## src/rtl/duplicate_free_set_table_defines.svh

```systemverilog
// Assertion macros for the duplicate-free set table.
`ifndef DUPLICATE_FREE_SET_TABLE_DEFINES_SVH
`define DUPLICATE_FREE_SET_TABLE_DEFINES_SVH

`ifndef SYNTHESIS

// Same-cycle implication, checked outside reset
`define DFST_ASSERT_IMP(lbl, ante, cons) \
  lbl: assert property (@(posedge clk) disable iff (rst) (ante) |-> (cons)) \
    else $error("dfst: implication check failed");

// Next-cycle implication, checked outside reset
`define DFST_ASSERT_NXT(lbl, ante, cons) \
  lbl: assert property (@(posedge clk) disable iff (rst) (ante) |=> (cons)) \
    else $error("dfst: next-cycle check failed");

`else

`define DFST_ASSERT_IMP(lbl, ante, cons)
`define DFST_ASSERT_NXT(lbl, ante, cons)

`endif

`endif

```

## src/rtl/dfst_pkg.sv

```systemverilog
// Package: sizes, operation codes, states and transaction types of the set table.
package dfst_pkg;

  localparam int unsigned CAPACITY    = 16;
  localparam int unsigned VALUE_WIDTH = 32;
  localparam int unsigned IDX_W       = (CAPACITY > 1) ? $clog2(CAPACITY) : 1;
  localparam int unsigned CNT_W       = $clog2(CAPACITY + 1);
  localparam int unsigned MODE_W      = 3;
  localparam int unsigned REQ_VAL_W   = 32;
  localparam int unsigned RSP_CNT_W   = 5;

  typedef enum logic [MODE_W-1:0] {
    MODE_ADD      = 3'd0,
    MODE_REMOVE   = 3'd1,
    MODE_CONTAINS = 3'd2,
    MODE_COUNT    = 3'd3,
    MODE_CLEAR    = 3'd4
  } mode_t;

  typedef enum logic [1:0] {
    ST_IDLE,
    ST_SCAN,
    ST_DRAIN,
    ST_FINISH
  } state_t;

  typedef struct packed {
    logic [MODE_W-1:0]    mode;
    logic [REQ_VAL_W-1:0] value;
  } req_t;

  typedef struct packed {
    logic                 success;
    logic [RSP_CNT_W-1:0] match_count;
    logic [RSP_CNT_W-1:0] size;
  } rsp_t;

endpackage

```

## src/rtl/duplicate_free_set_table.sv

```systemverilog
// Duplicate-free set table: top level with scan sequencer and entry RAM.
// A request taken in idle is scanned over the filled entries, one entry per cycle,
// through the registered RAM read port; a drain state completes the last compare and
// the finish state writes the RAM and registers the response, waiting while it is stalled.
// Clear, unused modes and an empty set skip the scan; no new request is taken until idle.
// Reset: synchronous rst empties the set and drops any pending response; entries stay undefined.
`include "duplicate_free_set_table_defines.svh"

module duplicate_free_set_table
  import dfst_pkg::*;
(
  input  logic clk,
  input  logic rst,
  input  logic req_valid,
  output logic req_stall,
  input  req_t req,
  output logic rsp_valid,
  input  logic rsp_stall,
  output rsp_t rsp
);

  state_t                 state, state_next;
  logic [IDX_W-1:0]       cnt, cnt_next;
  logic                   cmp_vld;
  logic [IDX_W-1:0]       cmp_idx;
  logic [MODE_W-1:0]      mode_r;
  logic [VALUE_WIDTH-1:0] value_r;
  logic                   found;
  logic [IDX_W-1:0]       hit_idx;
  logic [CNT_W-1:0]       hit_count;
  logic [VALUE_WIDTH-1:0] last_data;
  logic [CNT_W-1:0]       fill, fill_next;
  logic [IDX_W-1:0]       last_idx;

  logic                   req_take;
  logic                   slot_free;
  logic                   scan_needed;
  logic                   rd_en;
  logic [VALUE_WIDTH-1:0] rd_data;
  logic                   wr_en;
  logic [IDX_W-1:0]       wr_addr;
  logic [VALUE_WIDTH-1:0] wr_data;
  rsp_t                   res;

  assign req_stall   = (state != ST_IDLE);
  assign req_take    = req_valid && !req_stall;
  assign slot_free   = !rsp_valid || !rsp_stall;
  assign last_idx    = IDX_W'(fill - CNT_W'(1));
  assign scan_needed = (fill != '0) &&
                       (req.mode inside {MODE_ADD, MODE_REMOVE, MODE_CONTAINS, MODE_COUNT});
  assign rd_en       = (state == ST_SCAN);

  dfst_ram #(
    .WIDTH (VALUE_WIDTH),
    .DEPTH (CAPACITY)
  ) u_ram (
    .clk     (clk),
    .wr_en   (wr_en),
    .wr_addr (wr_addr),
    .wr_data (wr_data),
    .rd_en   (rd_en),
    .rd_addr (cnt),
    .rd_data (rd_data)
  );

  // Sequencer next state, RAM write and result
  always_comb begin
    state_next = state;
    cnt_next   = cnt;
    fill_next  = fill;
    wr_en      = 1'b0;
    wr_addr    = hit_idx;
    wr_data    = last_data;
    res        = '0;
    case (state)
      ST_IDLE: begin
        if (req_take) begin
          cnt_next   = '0;
          state_next = scan_needed ? ST_SCAN : ST_FINISH;
        end
      end
      ST_SCAN: begin
        cnt_next = cnt + IDX_W'(1);
        if (cnt == last_idx) begin
          state_next = ST_DRAIN;
        end
      end
      ST_DRAIN: begin
        state_next = ST_FINISH;
      end
      ST_FINISH: begin
        if (slot_free) begin
          state_next = ST_IDLE;
          case (mode_r)
            MODE_ADD: begin
              if ((fill < CNT_W'(CAPACITY)) && !found) begin
                wr_en       = 1'b1;
                wr_addr     = IDX_W'(fill);
                wr_data     = value_r;
                fill_next   = fill + CNT_W'(1);
                res.success = 1'b1;
              end
            end
            MODE_REMOVE: begin
              if (found) begin
                // last entry fills the hole
                wr_en       = 1'b1;
                fill_next   = fill - CNT_W'(1);
                res.success = 1'b1;
              end
            end
            MODE_CONTAINS: begin
              res.success = found;
            end
            MODE_COUNT: begin
              res.success     = (hit_count != '0);
              res.match_count = RSP_CNT_W'(hit_count);
            end
            MODE_CLEAR: begin
              fill_next   = '0;
              res.success = 1'b1;
            end
            default: begin
            end
          endcase
          res.size = RSP_CNT_W'(fill_next);
        end
      end
      default: begin
        state_next = ST_IDLE;
      end
    endcase
  end

  // Control registers
  always_ff @(posedge clk) begin
    if (rst) begin
      state     <= ST_IDLE;
      cmp_vld   <= 1'b0;
      fill      <= '0;
      rsp_valid <= 1'b0;
    end else begin
      state   <= state_next;
      cmp_vld <= (state == ST_SCAN);
      if (state == ST_FINISH && slot_free) begin
        fill      <= fill_next;
        rsp_valid <= 1'b1;
      end else if (!rsp_stall) begin
        rsp_valid <= 1'b0;
      end
    end
  end

  // Request capture and match tracking
  always_ff @(posedge clk) begin
    cnt     <= cnt_next;
    cmp_idx <= cnt;
    if (state == ST_FINISH && slot_free) begin
      rsp <= res;
    end
    if (req_take) begin
      mode_r    <= req.mode;
      value_r   <= req.value[VALUE_WIDTH-1:0];
      found     <= 1'b0;
      hit_count <= '0;
    end else if (cmp_vld) begin
      if (rd_data == value_r) begin
        hit_count <= hit_count + CNT_W'(1);
        if (!found) begin
          found   <= 1'b1;
          hit_idx <= cmp_idx;
        end
      end
      if (cmp_idx == last_idx) begin
        last_data <= rd_data;
      end
    end
  end

  // Checks
  `DFST_ASSERT_IMP(a_fill_bound, 1'b1, fill <= CNT_W'(CAPACITY))
  `DFST_ASSERT_NXT(a_busy_after_take, req_take, state != ST_IDLE)
  `DFST_ASSERT_IMP(a_write_in_finish, wr_en, state == ST_FINISH && slot_free)
  `DFST_ASSERT_NXT(a_rsp_loaded, state == ST_FINISH && slot_free, rsp_valid)
  `DFST_ASSERT_IMP(a_scan_nonempty, state == ST_SCAN, fill != '0)

endmodule

```

## src/rtl/dfst_ram.sv

```systemverilog
// Generic single-write, single-read RAM with registered read data.
module dfst_ram #(
  parameter int unsigned WIDTH = 32,
  parameter int unsigned DEPTH = 16
) (
  input  logic                                       clk,
  input  logic                                       wr_en,
  input  logic [((DEPTH > 1) ? $clog2(DEPTH) : 1)-1:0] wr_addr,
  input  logic [WIDTH-1:0]                           wr_data,
  input  logic                                       rd_en,
  input  logic [((DEPTH > 1) ? $clog2(DEPTH) : 1)-1:0] rd_addr,
  output logic [WIDTH-1:0]                           rd_data
);

  logic [WIDTH-1:0] mem [DEPTH];

  // Write port
  always_ff @(posedge clk) begin
    if (wr_en) begin
      mem[wr_addr] <= wr_data;
    end
  end

  // Registered read port
  always_ff @(posedge clk) begin
    if (rd_en) begin
      rd_data <= mem[rd_addr];
    end
  end

endmodule
```

## config.mk

```make
export PLATFORM = sky130hd
export DESIGN_NAME = duplicate_free_set_table
export DESIGN_NICKNAME = d
export VERILOG_FILES = /design/src/rtl/dfst_pkg.sv /design/src/rtl/duplicate_free_set_table.sv /design/src/rtl/dfst_ram.sv
export VERILOG_INCLUDE_DIRS = /design/src /design/src/rtl
export SDC_FILE = /design/constraint.sdc
export NUM_CORES = 1
export LEC_CHECK = 0
export BUFFER_PORTS_ARGS = -buffer_cell sky130_fd_sc_hd__buf_2
export CORE_ASPECT_RATIO = 1.75
export CORE_MARGIN = 4
export CORE_UTILIZATION = 45
export DETAILED_ROUTE_END_ITERATION = 6
export MAX_ROUTING_LAYER = met4
export PLACE_DENSITY = 0.63
export SLEW_MARGIN = 20
export SYNTH_ARGS = -nofsm -noshare
export SYNTH_HDL_FRONTEND = slang
export SYNTH_SLANG_ARGS = --single-unit
```

## constraint.sdc

```tcl
create_clock -name clk -period 4 [get_ports clk]
set_input_delay 0.2 -clock clk [delete_from_list [all_inputs] [get_ports clk]]
set_output_delay 0.2 -clock clk [all_outputs]
set_load 0.01 [all_outputs]
```

==> metrics.md, run 1 <==
| Metric | Value |
|---|---|
| Multi-input gate area | `0.005680 mm²` |
| Routed via count | `11,760` |
| DR pass1 iterations | `7` |
| Maximum VDD drop | `0.3869 mV` |
| Clock power share | `30.6%` |
| Fin Hold WS | `0.2318 ns` |
| Worst slew margin | `30.88%` |
| Synthesized flop and latch total | `649` |
| WL per Instance | `28.37 µm` |
| Initial core utilization | `45.53%` |
| Hold path cells | `4` |
| GP Congestion | `0.7839` |
| Routed vias/inst | `5.829` |
| Post-route ant nets | `0` |
| Layout Nets | `1,328` |
| Synth area leaders | `edfxtp_1 75%, mux4_2 14%, dfxtp_1 1.5%` |
| Clk_lat worst skew | `0.59 ns` |
| Most frequent cell after synthesis | `edfxtp_1` |
| Worst Skew | `0.01436 ns` |
| Total CTS buffers | `55` |
| Worst r2r path cells | `8` |
| Total Routing Usage GR | `19.73%` |
| Total routed wirelength | `57,220 µm` |
| Setup Slack @ Placement | `0.6271 ns` |
| Grt total ovfl | `0` |
| Post-CTS Hold Buffers | `38` |
| Row cnt | `114` |
| Busiest layer in global routing | `met2` |
| Psw | `4.613 mW` |
| MaxCap Viol Count | `0` |
| R2R setup slack | `0.64 ns` |
| TritonCTS clock tree | `done` |
| Max H-tree Level | `2` |
| Final number of max-transition violations | `0` |
| Syn_nets | `1,195` |
| Register area | `0.01930 mm²` |
| Initial antenna violation count | `0` |
| Post-CTS setup buffers | `0` |
| I/O pin count | `52` |
| Die W | `186.9 µm` |
| Min-delay src | `req_valid` |
| Crit-path max FO | `21` |
| M2 GR Usage | `34.63%` |
| Layout cells sized above 1 | `26.57%` |
| Worst min-delay path class | `primary input to register` |
| CP endpoint kind | `register` |
| Tightest Pin Transition | `1.037 ns` |
| Routing usage on met1 | `23.38%` |
| Final setup TNS | `0 ns` |
| Pwr Total | `17.36 mW` |
| Area leader, netlist | `edfxtp_1` |
| Distinct cells, synth | `56` |
| Critical path launch point type | `register` |
| Worst EP required | `4.23 ns` |
| CTS resizes | `0` |
| Int Pwr | `12.74 mW` |
| Post-synth top flop | `edfxtp_1` |
| RR Endpoint | `u_ram.mem[2][16]$_DFFE_PP_` |
| Core ar. | `0.05534 mm²` |
| # fillers | `4,276` |
| Sw frac | `26.58%` |
| Post-synth EDFFs | `630` |
| Power density over cell area | `602.4 mW/mm²` |
| Post-synth ARST share | `0%` |
| DIE AREA | `0.05999 mm²` |
| Fmax | `297.8 MHz` |
| Mapped Cells | `1,147` |
| Initial DRC count | `1,130` |
| HPWL after detailed placement | `33,840 µm` |
| Sink Count | `649` |
| Ys Warns | `0` |
| Status | `complete, but fails checks` |
| # diodes | `0` |
| Tmin final | `3.358 ns` |
| Final setup vio count | `0` |
| Worst hold endpoint | `hit_count[0]$_SDFFE_PP0P_` |
| Root buf cell | `clkbuf_16` |
| Seq pwr share | `47.5%` |
| DR DRC count | `2` |
| Post-route setup slack | `0.6424 ns` |
| Final worst path period share | `83.94%` |
| CP Class | `register to register` |
| Die height | `321.0 µm` |
| Synth cell count leaders | `630 x edfxtp_1, 160 x mux4_2, 37 x xnor2_1, 31 x mux2_1, 29 x clkbuf_1` |
| Data arrival, critical path | `3.59 ns` |
| First-pass GRT wire length | `84,240 µm` |
| Synth top area share | `75.09%` |
| Port Buffers | `51` |
| Pin count of the biggest net entering global routing | `133` |
| Layout area overhead | `14.36%` |
| Vias in the first global route | `12,370` |
| Register area share after synthesis | `76.60%` |
| Clock Pin Slew Worst Setup and Hold Paths | `0.07 ns` |
| Combinational power share | `21.9%` |
| Final Hold Viols | `0` |
| LEAKAGE | `9.028 nW` |
| Reg-to-reg startpoint | `state[1]$_SDFFE_PP0P_` |
| Bufs on Longest Clock Path | `3` |
| Failing checks | `DRC` |
| Global routing usage on met3 | `2.280%` |
| Synthesized area per cell | `21.97 µm²` |
| Synthesized area | `0.02520 mm²` |
| RSZ-0062 raised after global routing | `false` |
[logic make-up after synthesis]
logic type      synth area share, %
compound gates                1.450
fa+ha+maj                    0.4469
mux                           15.93
xor+xnor                      1.644
buf+inv                       1.410
simple gates                  2.528
flops                         76.60
[flip-flops by register name (all words and copies together), names as in the netlist]
| name | cells |
|---|---|
| hit_idx | 4 |
| rsp | 11 |
| cmp_vld | 1 |
| rsp_valid | 1 |
| cnt | 4 |
| state | 2 |
| hit_count | 5 |
| mode_r | 3 |
| value_r | 32 |
| last_data | 32 |
| found | 1 |
| cmp_idx | 4 |
| u_ram.mem | 512 |
| u_ram.rd_data | 32 |
| fill | 5 |
[worst max-delay path: stages (launching register included)]
cell	delay, ns
dfxtp_1	0.38
ha_1	0.20
nand2_1	0.10
inv_2	0.31
nand3_2	0.18
mux2i_1	0.31
o211ai_1	0.42
nor2_4	0.57
buf_4	0.50
[placed cells by master (no fill, tap or decap), drive strengths merged, types with 2 or more instances in the layout]
cell type	instances
a211o	2
a211oi	6
a21oi	17
a31oi	4
a32oi	2
and2	4
and3	2
buf	91
bufinv	6
clkbuf	65
clkinv	23
clkinvlp	4
dfxtp	19
dlygate4sd3	38
edfxtp	630
ha	9
inv	18
mux2	31
mux2i	6
mux4	160
nand2	18
nand2b	8
nand3	10
nand4	19
nor2	28
nor2b	5
nor3	14
nor4	6
o21ai	11
xnor2	37
xor2	5
[layer usage]
layer,wire [µm],part of all wire (%)
met1,21320,37
met2,30790,54
met3,2581,4.5
met4,2525,4.4
met5,0,0
[worst max path at each step]
stage | startpoint | endpoint | slack (ns) | cells after the start
3_5_place_dp | state[1]$_SDFFE_PP0P_ | u_ram.mem[2][21]$_DFFE_PP_ | 0.63 | 8
5_1_grt | state[1]$_SDFFE_PP0P_ | u_ram.mem[2][16]$_DFFE_PP_ | 0.44 | 8
6_report | state[1]$_SDFFE_PP0P_ | u_ram.mem[2][16]$_DFFE_PP_ | 0.64 | 8
3_3_place_gp | state[0]$_SDFFE_PP0P_ | u_ram.mem[2][20]$_DFFE_PP_ | 0.69 | 8
2_1_floorplan | state[1]$_SDFFE_PP0P_ | u_ram.mem[11][0]$_DFFE_PP_ | 0.56 | 7
4_1_cts | state[1]$_SDFFE_PP0P_ | u_ram.mem[2][16]$_DFFE_PP_ | 0.61 | 8
[power by group through the flow]
stage	clock network (mW)	registers [mW]	logic, mW
CTS	5.43	8.24	3.88
detailed placement	0	8.38	3.85
finish	5.32	8.24	3.80
global route	5.72	8.27	4.04
floorplan	0	8.24	2.74
global placement	0	8.37	3.81
[through the flow]
step	std cells	util, %	instance area [µm²]
detailed placement	1881	48.17	26660
CTS	2017	52.06	28810
global route	2017	52.06	28810
floorplan	1147	-	25200
finish	2017	52.06	28810
global placement	1881	48.17	26660
[final cells by class]
cell class	count	share of cell area (%)
timing repair buffer	129	3.900
clock inverter	33	1.094
inverter	18	0.2345
multi-input combinational	427	19.72
sequential	649	66.98
tap	696	3.022
clock buffer	65	5.055
(Power assumes the default switching activity.)
==> run 2, diff against run 1 <==
==> constraint.sdc (replaced) <==
create_clock -name clk -period 3 [get_ports clk]
set_input_delay 0.15 -clock clk [delete_from_list [all_inputs] [get_ports clk]]
set_output_delay 0.15 -clock clk [all_outputs]
set_load 0.01 [all_outputs]
==> run 2 against run 1 <==
The flow now finishes without violations. Critical path depth is 1 lower. Combinational power grew 41%. Maximum frequency is 24% higher. Sequential share of layout area shrank 0.75 points. Utilization grew 0.59 points. Via count up 1.0%. Clock-buffer cell count down 5.
==> metrics.md, run 2 (same netlist as run 1, synthesis figures left out) <==
| Metric | Value |
|---|---|
| Pin count of the biggest net entering global routing | `58` |
| Vias in the first global route | `12,450` |
| Sink Count | `649` |
| Final number of max-transition violations | `0` |
| Fin Hold WS | `0.1730 ns` |
| LEAKAGE | `9.202 nW` |
| DR pass1 iterations | `5` |
| Status | `finished, final reports clean` |
| Critical path launch point type | `register` |
| # diodes | `0` |
| Routed vias/inst | `5.823` |
| Clock Pin Slew Worst Setup and Hold Paths | `0.07 ns` |
| DR DRC count | `0` |
| Worst path cell trace | `nor3_2 -> nand3_2 -> buf_4 -> a31oi_1 -> buf_4 -> nor2b_4 -> buf_4` |
| Crit-path max FO | `24` |
| Total routed wirelength | `56,060 µm` |
| Max reg flops | `512` |
| Final worst path period share | `89.96%` |
| I/O pin count | `52` |
| Worst slew margin | `40.24%` |
| CP Class | `register to register` |
| Final Hold Viols | `0` |
| Post-route ant nets | `0` |
| Max H-tree Level | `2` |
| Port Buffers | `51` |
| Power density over cell area | `806.5 mW/mm²` |
| CP endpoint kind | `register` |
| CTS resizes | `0` |
| Pwr Total | `23.50 mW` |
| Layout area overhead | `15.64%` |
| Worst r2r path cells | `7` |
| DIE AREA | `0.05999 mm²` |
| Crit-path slowest cell | `a31oi_1` |
| # fillers | `4,284` |
| GP Congestion | `0.8685` |
| Total Routing Usage GR | `19.37%` |
| Most frequent CP cell | `buf_4` |
| RSZ-0062 raised after global routing | `false` |
| Layout Cells excl Fill | `2,040` |
| WL per Instance | `27.48 µm` |
| Most frequent cells in the layout | `630 x edfxtp_1, 160 x mux4_2, 55 x clkbuf_16` |
| Total CTS buffers | `54` |
| Worst path max stage delay | `0.55 ns` |
| Initial antenna violation count | `0` |
| Initial DRC count | `1,109` |
| Root buf cell | `clkbuf_16` |
| First-pass GRT wire length | `83,550 µm` |
| Most flop-heavy register | `u_ram.mem` |
| Initial core utilization | `45.53%` |
| Data arrival, critical path | `3.01 ns` |
| Row cnt | `114` |
| HPWL after detailed placement | `36,390 µm` |
| Worst EP required | `3.32 ns` |
| Layout Nets | `1,350` |
| Maximum VDD drop | `0.4385 mV` |
| Bufs on Longest Clock Path | `3` |
| Worst min-delay path class | `primary input to register` |
| Die W | `186.9 µm` |
| Tmin final | `2.699 ns` |
| Routed via count | `11,880` |
| MaxCap Viol Count | `0` |
| Most common cell after layout, fill and taps aside | `edfxtp_1` |
| Hold path cells | `4` |
| Final setup vio count | `0` |
| Post-CTS setup buffers | `0` |
| Tightest Pin Transition | `0.8925 ns` |
| Fmax | `370.5 MHz` |
| Clk_lat worst skew | `0.60 ns` |
| Core ar. | `0.05534 mm²` |
| Worst Skew | `0.02266 ns` |
| Cell count after placement | `1,904` |
| Die height | `321.0 µm` |
| TritonCTS clock tree | `done` |
| Layout cells sized above 1 | `28.20%` |
| Grt total ovfl | `0` |
## run 2: cell count changes in the layout (fill, tap and decap cells not counted)
cell        delta
clkinvlp_4     -1
buf_12         +9
clkbuf_16      -2
bufinv_16      +3
clkinv_2       +5
inv_6          +2
clkbuf_1       -3
clkinv_1       -2
buf_4         +14
clkinv_4       -2
## run 2: layer usage
metal	global-route usage, %	wire length [µm]	vias up
li1	-	-	5086
met1	24.44	22010	6350
met2	33.28	29670	360
met3	2.139	2576	82
met4	6.364	1797	0
met5	-	0	-
## run 2: worst paths after layout
| path | start | end | slack [ns] |
|---|---|---|---|
| min reg2reg | cmp_idx[3]$_DFF_P_ | hit_idx[3]$_DFFE_PP_ | 0.46 |
| max | mode_r[1]$_DFFE_PP_ | u_ram.mem[12][20]$_DFFE_PP_ | 0.30 |
| min | req_valid | hit_count[3]$_SDFFE_PP0P_ | 0.17 |
| max reg2reg | mode_r[1]$_DFFE_PP_ | u_ram.mem[12][20]$_DFFE_PP_ | 0.30 |
## run 2: repair_timing
item	4_1_cts	5_1_grt
hold buffers	38	0
setup endpoints to repair	0	0
hold endpoints to repair	44	0
## run 2: power by group
part | switching (mW) | internal (mW) | leakage [nW]
combinational | 2.81 | 2.54 | 2.47
sequential | 0.297 | 10.6 | 5.85
clock | 3.14 | 4.12 | 0.886
total | 6.25 | 17.3 | 9.20
## run 2: area by class of cell
class / count / area, µm² / area share [%]
Sequential cell: 649 / 19300 / 66.23
Multi-Input combinational cell: 427 / 5680 / 19.50
Tap cell: 696 / 870.8 / 2.989
Inverter: 18 / 67.56 / 0.2319
Clock buffer: 60 / 1395 / 4.788
Timing Repair Buffer: 152 / 1409 / 4.835
Clock inverter: 38 / 415.4 / 1.426
## run 2: through the flow
step / area (µm²) / setup TNS [ns] / worst slack (ns) / util (%)
2_1_floorplan: 25210 / -135.64 / -0.4385 / -
4_1_cts: 29140 / 0 / 0.2543 / 52.65
5_1_grt: 29140 / 0 / 0.2031 / 52.65
3_3_place_gp: 26950 / 0 / 0.3195 / 48.69
6_report: 29140 / 0 / 0.3013 / 52.65
3_5_place_dp: 26950 / 0 / 0.2459 / 48.69
## run 2: critical path, delay by kind of cell (launching register included)
| family | cells | cell delay, ns |
|---|---|---|
| buffers and inverters | 3 | 0.78 |
| and+or+nand+nor | 3 | 0.66 |
| AOI/OAI and AO/OA | 1 | 0.55 |
| DFF | 1 | 0.41 |
==> run 3, diff against run 2 <==
--- a/config.mk
+++ b/config.mk
@@ -9,10 +9,10 @@
 export BUFFER_PORTS_ARGS = -buffer_cell sky130_fd_sc_hd__buf_2
 export CORE_ASPECT_RATIO = 1.75
 export CORE_MARGIN = 4
-export CORE_UTILIZATION = 45
+export CORE_UTILIZATION = 37
 export DETAILED_ROUTE_END_ITERATION = 6
 export MAX_ROUTING_LAYER = met4
-export PLACE_DENSITY = 0.63
+export PLACE_DENSITY = 0.54
 export SLEW_MARGIN = 20
 export SYNTH_ARGS = -nofsm -noshare
 export SYNTH_HDL_FRONTEND = slang
==> run 3 against run 2 <==
Maximum frequency fell by 1.0%. Global-route usage fell by 2.1 points. Utilization fell by 8.7 points. First-iteration DRC count rose by 0.99%. Critical path depth did not move. Non-clock buffer count did not move. Via count rose by 1.1%. Final cell count rose by 10%. Wire length rose by 9.1%. Clock skew rose by 0.0014 ns. Clock power rose by 8.8%. Combinational power fell by 3%.
==> metrics.md, run 3 (same netlist as run 1, synthesis figures left out) <==
| Metric | Value |
|---|---|
| Clk_lat worst skew | `0.62 ns` |
| TritonCTS clock tree | `done` |
| Initial DRC count | `1,120` |
| Row cnt | `126` |
| RSZ-0062 raised after global routing | `false` |
| Total routed wirelength | `61,140 µm` |
| Tmin final | `2.726 ns` |
| Root buf cell | `clkbuf_16` |
| Layout cells sized above 1 | `29.35%` |
| Port Buffers | `51` |
| I/O pin count | `52` |
| Worst min-delay path class | `primary input to register` |
| WL per Instance | `27.14 µm` |
| Worst path max stage delay | `0.44 ns` |
| CTS resizes | `0` |
| Vias in the first global route | `12,740` |
| RR Endpoint | `u_ram.mem[3][9]$_DFFE_PP_` |
| GP Congestion | `0.7753` |
| Min-delay src | `req_valid` |
| HPWL after detailed placement | `34,620 µm` |
| Worst r2r path cells | `7` |
| Most common cell after layout, fill and taps aside | `edfxtp_1` |
| Final setup vio count | `0` |
| DR pass1 iterations | `5` |
| Status | `finished, final reports clean` |
| Die height | `353.2 µm` |
| Fmax | `366.8 MHz` |
| Maximum VDD drop | `0.4545 mV` |
| Initial core utilization | `37.34%` |
| DIE AREA | `0.07250 mm²` |
| Hold path cells | `6` |
| Layout area overhead | `17.80%` |
| Final worst path period share | `90.87%` |
| Routed vias/inst | `5.328` |
| Worst hold endpoint | `state[1]$_SDFFE_PP0P_` |
| Final number of max-transition violations | `0` |
| CP Class | `register to register` |
| First-pass GRT wire length | `88,670 µm` |
| Grt total ovfl | `0` |
| Most frequent cells in the layout | `630 x edfxtp_1, 160 x mux4_2, 59 x clkbuf_16` |
| Total Routing Usage GR | `17.29%` |
| Core ar. | `0.06747 mm²` |
| Tightest Pin Transition | `1.043 ns` |
| Bufs on Longest Clock Path | `3` |
| LEAKAGE | `9.324 nW` |
| Max reg flops | `512` |
| R2R setup slack | `0.27 ns` |
| Worst EP required | `3.31 ns` |
| Worst path cell trace | `nor3_2 -> nand3_2 -> mux2i_1 -> o211ai_1 -> nor2_4 -> buf_12 -> buf_12` |
| Post-route ant nets | `0` |
| Worst Skew | `0.02408 ns` |
| Critical path launch point type | `register` |
| Power density over cell area | `808.7 mW/mm²` |
| Die W | `205.3 µm` |
| Pwr Total | `24.00 mW` |
| MaxCap Viol Count | `0` |
| Final setup TNS | `0 ns` |
| Crit-path max FO | `17` |
| Total CTS buffers | `58` |
| Reg-to-reg startpoint | `mode_r[1]$_DFFE_PP_` |
| Worst slew margin | `30.17%` |
| Routed via count | `12,010` |
| Final Hold Viols | `0` |
| Layout Nets | `1,354` |
| Initial antenna violation count | `0` |
| Pin count of the biggest net entering global routing | `46` |
| Data arrival, critical path | `3.03 ns` |
| Most frequent CP cell | `buf_12` |
| Max H-tree Level | `2` |
| CP endpoint kind | `register` |
| Sink Count | `649` |
| Crit-path slowest cell | `o211ai_1` |
| Clock Pin Slew Worst Setup and Hold Paths | `0.07 ns` |
| DR DRC count | `0` |
| Most flop-heavy register | `u_ram.mem` |
## run 3: changes by cell type in the layout (fill, tap and decap cells not counted), sizes merged
| cell | change |
|---|---|
| bufinv | +1 |
| clkinv | +5 |
| clkinvlp | +4 |
| diode | +1 |
| clkbuf | +2 |
## run 3: worst max-delay path: cells and delay by family (launching register included)
kind / cells / cell delay (ns)
AND/OR/NAND/NOR: 3 / 0.86
AO/OA/AOI/OAI: 1 / 0.44
flip-flops: 1 / 0.41
multiplexers: 1 / 0.35
buffers and inverters: 2 / 0.34
## run 3: cell type report
type,instances,area [µm²]
Clock buffer,62,1488
Timing Repair Buffer,152,1471
Tap cell,896,1121
Antenna cell,1,2.502
Inverter,18,67.56
Clock inverter,48,551.8
Sequential cell,649,19300
Multi-Input combinational cell,427,5680
Fill cell,5818,37790
## run 3: metrics by stage
step | setup WS [ns] | hold WS (ns) | instances | cell area (µm²) | util, %
after global routing | 0.1132 | 0.1794 | 2252 | 29680 | 43.98
after floorplan | -0.4385 | 0.2489 | 1147 | 25210 | -
after detailed placement | 0.2017 | 0.3281 | 2102 | 27230 | 40.36
after global placement | 0.2493 | 0.3262 | 2102 | 27230 | 40.36
final | 0.2740 | 0.1409 | 2253 | 29680 | 43.99
after CTS | 0.1879 | 0.1116 | 2250 | 29650 | 43.94
## run 3: repair_timing
item                                    in CTS  in global routing
buffers inserted                             0                  2
endpoints found under the hold margin       44                  0
hold buffers                                38                  0
endpoints found under the setup margin       0                  1
## run 3: worst max path at each step
| stage | slack (ns) | to | startpoint |
|---|---|---|---|
| after floorplan | -0.44 | u_ram.mem[11][0]$_DFFE_PP_ | state[1]$_SDFFE_PP0P_ |
| after global placement | 0.25 | hit_idx[1]$_DFFE_PP_ | value_r[8]$_DFFE_PP_ |
| after detailed placement | 0.20 | u_ram.mem[3][12]$_DFFE_PP_ | mode_r[1]$_DFFE_PP_ |
| after CTS | 0.19 | u_ram.mem[3][9]$_DFFE_PP_ | mode_r[1]$_DFFE_PP_ |
| after global routing | 0.11 | u_ram.mem[2][10]$_DFFE_PP_ | mode_r[1]$_DFFE_PP_ |
| final | 0.27 | u_ram.mem[3][9]$_DFFE_PP_ | mode_r[1]$_DFFE_PP_ |
## run 3: routing by layer
layer / global-route usage (%) / wire length [µm] / up-vias
met5: - / 0 / -
met4: 3.835 / 1058 / 0
met3: 2.067 / 2343 / 64
met2: 31.17 / 33910 / 312
met1: 20.84 / 23830 / 6521
li1: - / - / 5108
## run 3: power breakdown
part | internal (mW) | leakage [nW] | switching (mW)
Sequential | 10.6 | 5.85 | 0.348
Clock | 4.49 | 0.989 | 3.41
Combinational | 2.51 | 2.49 | 2.66
Total | 17.6 | 9.32 | 6.41
